`src/sv/dtd_pkg.sv`:
```
// Shared types and constants for the double tap detector.
package dtd_pkg;

  typedef enum logic [2:0] {
    PH_IDLE           = 3'd0,
    PH_FIRST_PRESSED  = 3'd1,
    PH_FIRST_RELEASED = 3'd2,
    PH_SECOND_PRESSED = 3'd3,
    PH_ABORT          = 3'd4
  } phase_t;

  // bit 0 left good, bit 1 right good, bit 2 left foul, bit 3 right foul
  typedef logic [3:0] flags_t;

  localparam int unsigned CFG_W     = 24;
  localparam int unsigned CFG_IDX_W = 2;
  localparam int unsigned TIME_W    = 32;

  typedef logic [CFG_IDX_W-1:0] cfg_idx_t;

  localparam cfg_idx_t CFG_MIN_TAP = 2'd0;
  localparam cfg_idx_t CFG_MAX_TAP = 2'd1;
  localparam cfg_idx_t CFG_MAX_GAP = 2'd2;

  localparam logic [CFG_W-1:0] MIN_TAP_RST = 24'd5000;
  localparam logic [CFG_W-1:0] MAX_TAP_RST = 24'd500000;
  localparam logic [CFG_W-1:0] MAX_GAP_RST = 24'd400000;

  typedef struct packed {
    logic   double_tap;
    flags_t hits;
  } result_t;

endpackage

```
`src/sv/double_tap_detector.sv`:
```
// Double tap detector top level: tap state machine, config registers, output skid.
//
//   channel | direction | handshake          | payload
//   in_     | input     | in_valid/in_stall  | four contact flags, time_us
//   out_    | output    | out_valid/out_stall| double_tap, four hit flags
//   cfg_    | input     | cfg_valid/cfg_ready| cfg_index, cfg_data
//
// One request per cycle while in_stall is low; the state registers load at the
// accepting edge, and the result loads into the output register or the skid stage.
// The output register plus a one-entry skid stage decouple the two sides;
// in_stall rises only when both hold a result.
// rst_n is synchronous; it clears the phase, the result valids and the config
// registers to their defaults. cfg_ready is always high.
module double_tap_detector
  import dtd_pkg::*;
(
  input  logic                 clk,
  input  logic                 rst_n,
  input  logic                 in_valid,
  output logic                 in_stall,
  input  logic                 in_left_good,
  input  logic                 in_right_good,
  input  logic                 in_left_foul,
  input  logic                 in_right_foul,
  input  logic [TIME_W-1:0]    in_time_us,
  output logic                 out_valid,
  input  logic                 out_stall,
  output logic                 out_double_tap,
  output logic                 out_hit_left_good,
  output logic                 out_hit_right_good,
  output logic                 out_hit_left_foul,
  output logic                 out_hit_right_foul,
  input  logic                 cfg_valid,
  output logic                 cfg_ready,
  input  cfg_idx_t             cfg_index,
  input  logic [CFG_W-1:0]     cfg_data
);

  logic [CFG_W-1:0]  min_tap_r, max_tap_r, max_gap_r;
  phase_t            phase_r, phase_nxt;
  logic [TIME_W-1:0] press_start_r, press_start_nxt;
  logic [TIME_W-1:0] release_start_r, release_start_nxt;
  flags_t            first_flags_r, first_flags_nxt;
  flags_t            second_flags_r, second_flags_nxt;
  result_t           res;
  result_t           out_r, skid_r;
  logic              out_valid_r, skid_valid_r;
  flags_t            flags;
  logic              any;
  logic [TIME_W-1:0] held, gap;
  logic              accept, pop;

  assign cfg_ready = 1'b1;
  assign in_stall  = skid_valid_r;
  assign accept    = in_valid && !skid_valid_r;
  assign pop       = out_valid_r && !out_stall;

  assign flags = {in_right_foul, in_left_foul, in_right_good, in_left_good};
  assign any   = |flags;
  assign held  = in_time_us - press_start_r;
  assign gap   = in_time_us - release_start_r;

  always_ff @(posedge clk) begin
    if (!rst_n) begin
      min_tap_r <= MIN_TAP_RST;
      max_tap_r <= MAX_TAP_RST;
      max_gap_r <= MAX_GAP_RST;
    end else if (cfg_valid && cfg_ready) begin
      case (cfg_index)
        CFG_MIN_TAP: min_tap_r <= cfg_data;
        CFG_MAX_TAP: max_tap_r <= cfg_data;
        CFG_MAX_GAP: max_gap_r <= cfg_data;
        default: ;
      endcase
    end
  end

  always_comb begin
    phase_nxt         = phase_r;
    press_start_nxt   = press_start_r;
    release_start_nxt = release_start_r;
    first_flags_nxt   = first_flags_r;
    second_flags_nxt  = second_flags_r;
    res               = '0;
    case (phase_r)
      PH_FIRST_PRESSED: begin
        if (held > {8'd0, max_tap_r}) begin
          phase_nxt = PH_ABORT;
        end else if (!any) begin
          if (held >= {8'd0, min_tap_r}) begin
            release_start_nxt = in_time_us;
            phase_nxt         = PH_FIRST_RELEASED;
          end else begin
            phase_nxt = PH_IDLE;
          end
        end
      end
      PH_FIRST_RELEASED: begin
        if (gap > {8'd0, max_gap_r}) begin
          phase_nxt = PH_IDLE;
        end else if (any) begin
          press_start_nxt  = in_time_us;
          second_flags_nxt = flags;
          phase_nxt        = PH_SECOND_PRESSED;
        end
      end
      PH_SECOND_PRESSED: begin
        if (held > {8'd0, max_tap_r}) begin
          phase_nxt = PH_ABORT;
        end else if (!any) begin
          if (held >= {8'd0, min_tap_r}) begin
            res.double_tap = 1'b1;
            res.hits       = first_flags_r | second_flags_r;
          end
          phase_nxt = PH_IDLE;
        end
      end
      PH_ABORT: begin
        if (!any) phase_nxt = PH_IDLE;
      end
      default: begin
        if (any) begin
          press_start_nxt = in_time_us;
          first_flags_nxt = flags;
          phase_nxt       = PH_FIRST_PRESSED;
        end else begin
          phase_nxt = PH_IDLE;
        end
      end
    endcase
  end

  always_ff @(posedge clk) begin
    if (!rst_n) begin
      phase_r         <= PH_IDLE;
      press_start_r   <= '0;
      release_start_r <= '0;
      first_flags_r   <= '0;
      second_flags_r  <= '0;
    end else if (accept) begin
      phase_r         <= phase_nxt;
      press_start_r   <= press_start_nxt;
      release_start_r <= release_start_nxt;
      first_flags_r   <= first_flags_nxt;
      second_flags_r  <= second_flags_nxt;
    end
  end

  // output register with one-entry skid
  always_ff @(posedge clk) begin
    if (!rst_n) begin
      out_valid_r  <= 1'b0;
      skid_valid_r <= 1'b0;
    end else if (skid_valid_r) begin
      if (pop) begin
        out_r        <= skid_r;
        skid_valid_r <= 1'b0;
      end
    end else if (accept) begin
      if (!out_valid_r || pop) begin
        out_r       <= res;
        out_valid_r <= 1'b1;
      end else begin
        skid_r       <= res;
        skid_valid_r <= 1'b1;
      end
    end else if (pop) begin
      out_valid_r <= 1'b0;
    end
  end

  assign out_valid          = out_valid_r;
  assign out_double_tap     = out_r.double_tap;
  assign out_hit_left_good  = out_r.hits[0];
  assign out_hit_right_good = out_r.hits[1];
  assign out_hit_left_foul  = out_r.hits[2];
  assign out_hit_right_foul = out_r.hits[3];

endmodule

```
`config.mk`:
```
export PLATFORM = sky130hd
export DESIGN_NAME = double_tap_detector
export DESIGN_NICKNAME = d
export VERILOG_FILES = /design/src/sv/dtd_pkg.sv /design/src/sv/double_tap_detector.sv
export SDC_FILE = /design/constraint.sdc
export NUM_CORES = 1
export LEC_CHECK = 0
export CAP_MARGIN = 15
export CORE_MARGIN = 3
export CORE_UTILIZATION = 40
export DETAILED_ROUTE_END_ITERATION = 16
export DONT_BUFFER_PORTS = 1
export GPL_TIMING_DRIVEN = 0
export SLEW_MARGIN = 20
export SYNTH_ARGS = -nofsm -noshare
export SYNTH_HDL_FRONTEND = slang
export SYNTH_SLANG_ARGS = --single-unit
```
`constraint.sdc`:
```
create_clock -name clk -period 6.8 [get_ports clk]
set_input_delay 1.02 -clock clk [delete_from_list [all_inputs] [get_ports clk]]
set_output_delay 1.02 -clock clk [all_outputs]
set_load 0.01 [all_outputs]
```
After elaboration in Yosys (flattened, before gate mapping)
Cells that the tools add are included. Widths: inputs -> output; s select.

Bits in registers: 159. Input bits: 67. Output and inout port bits: 8. Word-level logic and storage cells: 89.

Add/subtract/negate cells: 2. Order comparisons: 3. Equal/unequal tests: 11. Multiplexer cells: 27. Bitwise gates (word level): 8. Reduce and logical (&&, ||, !) cells: 24.

Operators with widths (count): $gt 32x24->1 (2); $mux 32 (2); $pmux 32 s2 (1); $sub 32x32->32 (2); $mux 5 (8); $ge 32x24->1 (1); $mux 3 (6); $pmux 3 s4 (1); $reduce_and 3->1 (4); $reduce_and 4->1 (3); $mux 1 (8); $reduce_or 4->1 (2); $not 1->1 (7); $eq 3x2->1 const B (2); $ne 3x3->1 const B (2); $reduce_and 2->1 (3); $reduce_bool 2->1 (3); $reduce_and 5->1 (1); $ne 2x1->1 const B (2); $or 4x4->4 (1); $eq 3x1->1 const B (1); $eq 3x3->1 const B (1); $logic_not 1->1 (3); $reduce_or 3->1 (1); other kinds (7) (8).

Depth between registers and ports, before layout
Gate-level depths: netlist (run 1).

Word-level depth: 9. Mapped depth: 25. Depth with buffers taken out: 23.

Least setup slack after synthesis (run 1)
Ideal clock, no wire load.

Kind: input to register. From: input in_time_us[10]. To: register release_start_r[10]. Library setup time: 0.132 ns. Data arrival time: 5.453 ns. Data required time: 6.668 ns. Slack: 1.214 ns. Stages on the path: 21. Path buffers: 2. Cells stage by stage: ha_1 > nand4_1 > or2_2 > a211o_1 > and2_1 > o21ai_0 > a21oi_1 > o21ai_0 > xor2_1 > ha_1 > nand4_1 > nor4_1 > nand3_1 > nor3_1 > a41oi_1 > or4_4 > or3_1 > buf_2 > buf_6 > o41ai_2 > a21oi_1.

Cells in the longest elaborated chain, start to end: 4. Elaborated cells on any way between the ends: 5. Classes of those cells: add/sub (1); order compare (2); bitwise (1); reduce/logical (1).

Ends and longest elaborated chain: start: declaration (RTL line double_tap_detector.sv:25) `input logic [TIME_W-1:0] in_time_us,`; $sub 32x32->32 (RTL line double_tap_detector.sv:60) `assign held = in_time_us - press_start_r;`; $gt 32x24->1 (RTL line double_tap_detector.sv:87) `if (held > {8'd0, max_tap_r}) begin`; $not 1->1 (no line); $reduce_and 5->1 (no line); end signal: assignment (RTL line double_tap_detector.sv:143) `release_start_r <= release_start_nxt;`; end: declaration (RTL line double_tap_detector.sv:42) `logic [TIME_W-1:0] release_start_r, release_start_nxt;`.

Parallel ways exist; a longest one is shown, timed or not. A chain may end at the register's enable or synchronous reset.

Worst setup path in the final report (run 1)
From: input in_time_us[10]. To: register release_start_r[30].

Cells in the longest elaborated chain, start to end: 4. Elaborated cells on any way between the ends: 5. Classes of those cells: add/sub (1); order compare (2); bitwise (1); reduce/logical (1).

Ends and longest elaborated chain (RTL line): $sub 32x32->32 * (double_tap_detector.sv:60); $gt 32x24->1 (double_tap_detector.sv:87); $not 1->1 (no line); $reduce_and 5->1 (no line) *.

Every way passes the cells marked *; elsewhere a longest branch is shown, timed or not.

==> impl_metrics.toml, run 1 <==
[status]
outcome = "complete, no violations"

[synthesis]
synth.top_cell.area_share_pct = 24.1
synth_area_leaders = "dfxtp_1 (24%), ha_1 (14%), nand2_1 (8.5%), a21oi_1 (8.2%), inv_1 (4.5%)"
synthFlopType = "dfxtp_1"
synth_cell_types = 87
synth_fa_ha_area_share_pct = 13.9
synth_seq_cells = 159
async_flop_share_pct = 0
synth_top_family_by_area = "compound AO/OA/AOI/OAI gates"
synth_seq_area_share_pct = 26.6
synth_xor_area_share_pct = 3.47
synthCells = 1592
synthMuxAreaShare_pct = 3.66
synthSimpleGateAreaFrac_pct = 20.6
synth_top_area_cell = "dfxtp_1"
synth_edf_count = 10
syn_nets = 1795
postSynthAreaPerCell_um2 = 7.76
synth-compound-area-share_pct = 23.7
yosys-top-cells-count = "nand2_1 (280), a21oi_1 (203), dfxtp_1 (149)"
synth_warnings = 0
synth_most_common_cell = "nand2_1"
synth_area_mm2 = 0.0124

[sta]
max_freq_mhz = 154
rsz0062_at_grt = "no"
maxSlewViolCount = 0
tns_ns = 0
slew_headroom_pct = 41.9
worstMarginPinSlew_ns = 0.871
fin_crit_ns = 6.48
final-setup-viol-count = 0
clock_skew_ns = 0.0123
post-route-period-util_pct = 95.3
setup_ws_ns = 0.323
hold_viol = 0

[global_route]
grt.total_usage_pct = 22.6
grt.busiest_layer = "met2"
grt_antenna_before_repair = 0
grt_start_max_net_pins = 17
met1_usage_pct = 30.2
grt_pass1_wl_mm = 59.5
first_global_vias = 10800
grtUsageMet3_pct = 5.95
overflow = 0
grtUsageMet2_pct = 35.4

[die]
rows = 63
coreArea_mm2 = 0.0300
fp.dieW_um = 182
dieArea_mm2 = 0.0330
dieHeight_um = 182
start_util_pct = 41.1
ioPinCount = 75

[worst_setup_path]
slowest_delay_ns = 0.64
required_ns = 7.08
cp_max_fo = 10
cpMaxStageDelayCell = "or4_4"
critPathCaptureType = "register"
critPathKind = "input pin to register"
worstSetupStartpointType = "input pin"
crit_arrival_ns = 6.76
cp_num_buf_inv = 2
worst_path_dominant_cell_family = "simple AND/OR/NAND/NOR gates"
crit_chain = "ha_1, nand4_1, or2_2, a211o_1, and2_1, o21ai_0, a21oi_1, o21ai_0, xor2_1, ha_1, nand4_1, nor4_2, nand3_1, nor3_2, a41oi_1, or4_4, or3_1, buf_2, buf_6, o41ai_2, a21oi_1"

[cts]
cts_made_buffers = 17
clock-sinks = 159
clockBufferDepth = 2
tritoncts = "built"
cts_root_buf = "clkbuf_16"
ctsHtreeMaxLevel = 4
insertion_delay_ns = 0.44
postCtsSetupBuffers = 0
clk_pin_slew_worst_paths_ns = 0.07
holdBufCountCts = 0

[routing]
wl_per_cell_um = 18.9
num_vias = 11500
totalWireLength_mm = 38.1
drc = 0
vias_per_cell = 5.70
dr.pass1.iters = 5
detail-route-antenna-nets = 0
drt_iter0_drc = 848

[layout]
drive_gt1_share_pct = 7.02
nFillCells = 3015
area_delta_synth_final_pct = 9.00
diodes = 0
fin_nets = 1814
fin_area_mm2 = 0.0135

[power_and_ir_drop]
ir_drop_mv = 0.179
p_per_area_mw_per_mm2 = 214
total_power_uw = 2880
power.leakage_uw = 0.00489

[worst_hold_path]
holdCritPathClass = "register to register"

[place]
hpwlAfterDp_mm = 30.3
placed_cell_area_mm2 = 0.0129
place_congestion = 0.955
dp_slack_ns = -0.452
numPortBuffers = 0

[flow_run]
max_cap_violations = 0
-- worst min-delay path, cell delays in order, from the launching register on --
cell and delay [ns]:
dfxtp_1 0.31, nand2_1 0.05, a21oi_1 0.05
-- final timing paths --
kind                             startpoint                               end  slack (ns)  cells after the start
min              min_tap_r[22]$_SDFFE_PN0P_        min_tap_r[22]$_SDFFE_PN0P_        0.46                      2
max reg2reg  press_start_r[10]$_SDFFE_PN0P_  release_start_r[30]$_SDFFE_PN0P_        0.49                     22
max                          in_time_us[10]  release_start_r[30]$_SDFFE_PN0P_        0.32                     21
min reg2reg      min_tap_r[22]$_SDFFE_PN0P_        min_tap_r[22]$_SDFFE_PN0P_        0.46                      2
-- area by class of cell --
| cell class | instances | area [µm²] | area share, % |
|---|---|---|---|
| multi-input cells | 1203 | 8110 | 60.3 |
| flip-flops and latches | 159 | 3280 | 24.4 |
| inverters | 149 | 559 | 4.15 |
| well taps | 390 | 488 | 3.62 |
| plain buffers | 81 | 437 | 3.24 |
| clock buffers | 19 | 433 | 3.22 |
| clock inverters | 13 | 151 | 1.12 |
-- state kept, by name (all words and copies together), names as in the netlist --
signal	flops
out_double_tap	1
first_flags_r	4
out_valid	1
max_gap_r	24
min_tap_r	24
second_flags_r	4
out_hit_left_foul	1
out_hit_right_foul	1
out_hit_right_good	1
out_hit_left_good	1
max_tap_r	24
skid_r	5
phase_r	3
release_start_r	32
in_stall	1
press_start_r	32
-- stage by stage --
step / util (%) / std cells / hold WS [ns]
floorplan: - / 1592 / 0.435
global placement: 42.8 / 1982 / 0.443
detailed placement: 42.8 / 1982 / 0.448
CTS: 44.8 / 2014 / 0.458
global route: 44.8 / 2014 / 0.471
finish: 44.8 / 2014 / 0.456
-- placed cells by master, fill, tap and decap left out, types with 24 or more instances in the layout --
master    count
a21o_1       25
a21oi_1     203
clkbuf_1     55
dfxtp_1     149
ha_1        134
inv_1       148
mux2i_1      44
nand2_1     280
nand3_1      24
nand4_1      54
nor2_1       65
o211ai_1     34
o21ai_0      58
o41ai_2      30
xnor2_1      28
-- power breakdown --
group,internal [µW],switching (µW)
registers,979,20.0
clock network,550,437
logic,331,569
-- repair_timing --
item                       4_1_cts  5_1_grt
gates resized for setup          1        3
setup endpoints to repair        1       39
pin swaps                        0        0
cloned                           0        0
-- layer usage --
metal / up-vias / wire [µm]
met1: 5403 / 17100
met2: 324 / 17200
met4: 0 / 1050
li1: 5712 / -
met5: - / 0
met3: 50 / 2720
-- logic make-up (layout without fill, tap and decap cells) --
kind of cell,count (synthesis),count (layout)
xor gates and xnor gates,49,49
muxes,45,45
buffers and inverters,230,262
other,1,1
AOI/OAI and AO/OA,436,436
and+or+nand+nor,536,536
adders and majority gates,136,136
DFF,159,159
No activity file was read; power rests on OpenSTA's default activity.
==> run 2, diff against run 1 <==
CTS_BUF_LIST = sky130_fd_sc_hd__clkbuf_16   (was not set)
==> run 2 against run 1 <==
Compared with the run above: first-iteration DRC count decreased by 0.59%; die area unchanged; global-route usage unchanged; critical endpoint unchanged; combinational power about the same; sequential share of layout area unchanged; wire length about the same; flip-flop and latch count unchanged; setup slack got worse by 0.0024 ns.
==> impl_metrics.toml, run 2 (same netlist as run 1, synthesis figures left out) <==
[power_and_ir_drop]
ir_drop_mv = 0.179
total_power_uw = 2880
power.leakage_uw = 0.00490
p_per_area_mw_per_mm2 = 214

[worst_hold_path]
hold_end = "min_tap_r[22]$_SDFFE_PN0P_"
whs_path_depth = 2
hp-start = "min_tap_r[22]$_SDFFE_PN0P_"
holdCritPathClass = "register to register"

[routing]
totalWireLength_mm = 38.1
wl_per_cell_um = 18.9
dr.pass1.iters = 5
drc = 0
num_vias = 11500
vias_per_cell = 5.70
detail-route-antenna-nets = 0
drt_iter0_drc = 843

[cts]
cts_root_buf = "clkbuf_16"
ctsHtreeMaxLevel = 4
tritoncts = "built"
clock-sinks = 159
insertion_delay_ns = 0.44
holdBufCountCts = 0
postCtsSetupBuffers = 0
cts_made_buffers = 17
clockBufferDepth = 2
clk_pin_slew_worst_paths_ns = 0.07

[worst_setup_path]
regToRegSetupSlack_ns = 0.49
r2r-end = "release_start_r[30]$_SDFFE_PN0P_"
crit_arrival_ns = 6.76
worstSetupStartpointType = "input pin"
cp_max_fo = 10
crit_chain = "ha_1, nand4_1, or2_2, a211o_1, and2_1, o21ai_0, a21oi_1, o21ai_0, xor2_1, ha_1, nand4_1, nor4_2, nand3_1, nor3_2, a41oi_1, or4_4, or3_1, buf_2, buf_6, o41ai_2, a21oi_1"
critPathCaptureType = "register"
r2r-start = "press_start_r[10]$_SDFFE_PN0P_"
critPathKind = "input pin to register"
cpMaxStageDelayCell = "or4_4"
required_ns = 7.08
slowest_delay_ns = 0.64
rr_worst_depth = 22

[sta]
maxSlewViolCount = 0
worstMarginPinSlew_ns = 0.873
max_freq_mhz = 154
tns_ns = 0
rsz0062_at_grt = "no"
slew_headroom_pct = 41.8
clock_skew_ns = 0.0129
hold_viol = 0
post-route-period-util_pct = 95.3
fin_crit_ns = 6.48
final-setup-viol-count = 0

[global_route]
grt_antenna_before_repair = 0
grt_pass1_wl_mm = 59.5
first_global_vias = 10800
grt.total_usage_pct = 22.6
grt_start_max_net_pins = 17
overflow = 0

[place]
numPortBuffers = 0
place_congestion = 0.955
hpwlAfterDp_mm = 30.3
placed_cell_area_mm2 = 0.0129

[layout]
layout_commonest_cell = "nand2_1"
nFillCells = 3015
diodes = 0
layout_common_cells = "nand2_1 (280), a21oi_1 (203), inv_1 (150)"
area_delta_synth_final_pct = 9.00
fin_nets = 1814
multi_input_area_mm2 = 0.00811
drive_gt1_share_pct = 7.02
seq_area_mm2 = 0.00328
reg_top3 = "press_start_r: 32 flops, release_start_r: 32 flops"
fin_area_mm2 = 0.0135

[die]
fp.dieW_um = 182
ioPinCount = 75
coreArea_mm2 = 0.0300
start_util_pct = 41.1
dieArea_mm2 = 0.0330
dieHeight_um = 182
rows = 63

[status]
outcome = "complete, no violations"

[flow_run]
max_cap_violations = 0
## run 2: report_power, final
group          total (µW)  switching (µW)  leakage [µW]  internal, µW
Combinational         900             569       0.00332           331
Sequential            999            20.1       0.00130           979
Clock                 984             437      0.000282           547
## run 2: worst max-delay path, delay by kind of cell
kind | cells | cell delay, ns
AO/OA/AOI/OAI | 7 | 1.51
XOR/XNOR | 1 | 0.31
adder cells (fa/ha/maj) | 2 | 0.59
buffers and inverters | 2 | 0.36
AND/OR/NAND/NOR | 9 | 2.95
## run 2: area by class of cell
| cell class | count | share of cell area, % |
|---|---|---|
| plain buffers | 81 | 3.24 |
| clock buffers | 17 | 3.16 |
| clock inverters | 15 | 1.18 |
| inverters | 149 | 4.15 |
| multi-input cells | 1203 | 60.3 |
| flip-flops and latches | 159 | 24.4 |
| well taps | 390 | 3.62 |
## run 2: through the flow
stage	worst slack (ns)	hold slack, ns	std cells	utilization, %
floorplan	1.21	0.435	1592	-
global placement	-0.481	0.443	1982	42.8
detailed placement	-0.452	0.448	1982	42.8
CTS	0.148	0.458	2014	44.8
global route	0.0776	0.471	2014	44.8
finish	0.320	0.456	2014	44.8
## run 2: worst max path at each step
stage	start	to	slack, ns	cells past startpoint
floorplan	in_time_us[10]	release_start_r[10]$_SDFFE_PN0P_	1.21	21
global placement	in_time_us[10]	out_hit_left_good$_DFFE_PP_	-0.48	19
detailed placement	in_time_us[8]	out_hit_left_foul$_DFFE_PP_	-0.45	19
CTS	in_time_us[8]	release_start_r[26]$_SDFFE_PN0P_	0.15	21
global route	in_time_us[10]	release_start_r[26]$_SDFFE_PN0P_	0.08	21
finish	in_time_us[10]	release_start_r[30]$_SDFFE_PN0P_	0.32	21
## run 2: timing repair
action	4_1_cts	5_1_grt
hold endpoints to repair	0	0
setup endpoints to repair	1	39
resized for setup	1	3
## run 2: routing by layer
metal	wire length (µm)	GRT usage [%]	vias up
li1	-	-	5713
met1	17100	30.2	5390
met2	17200	35.4	319
met3	2730	5.95	54
met4	1060	7.56	0
met5	0	0	-
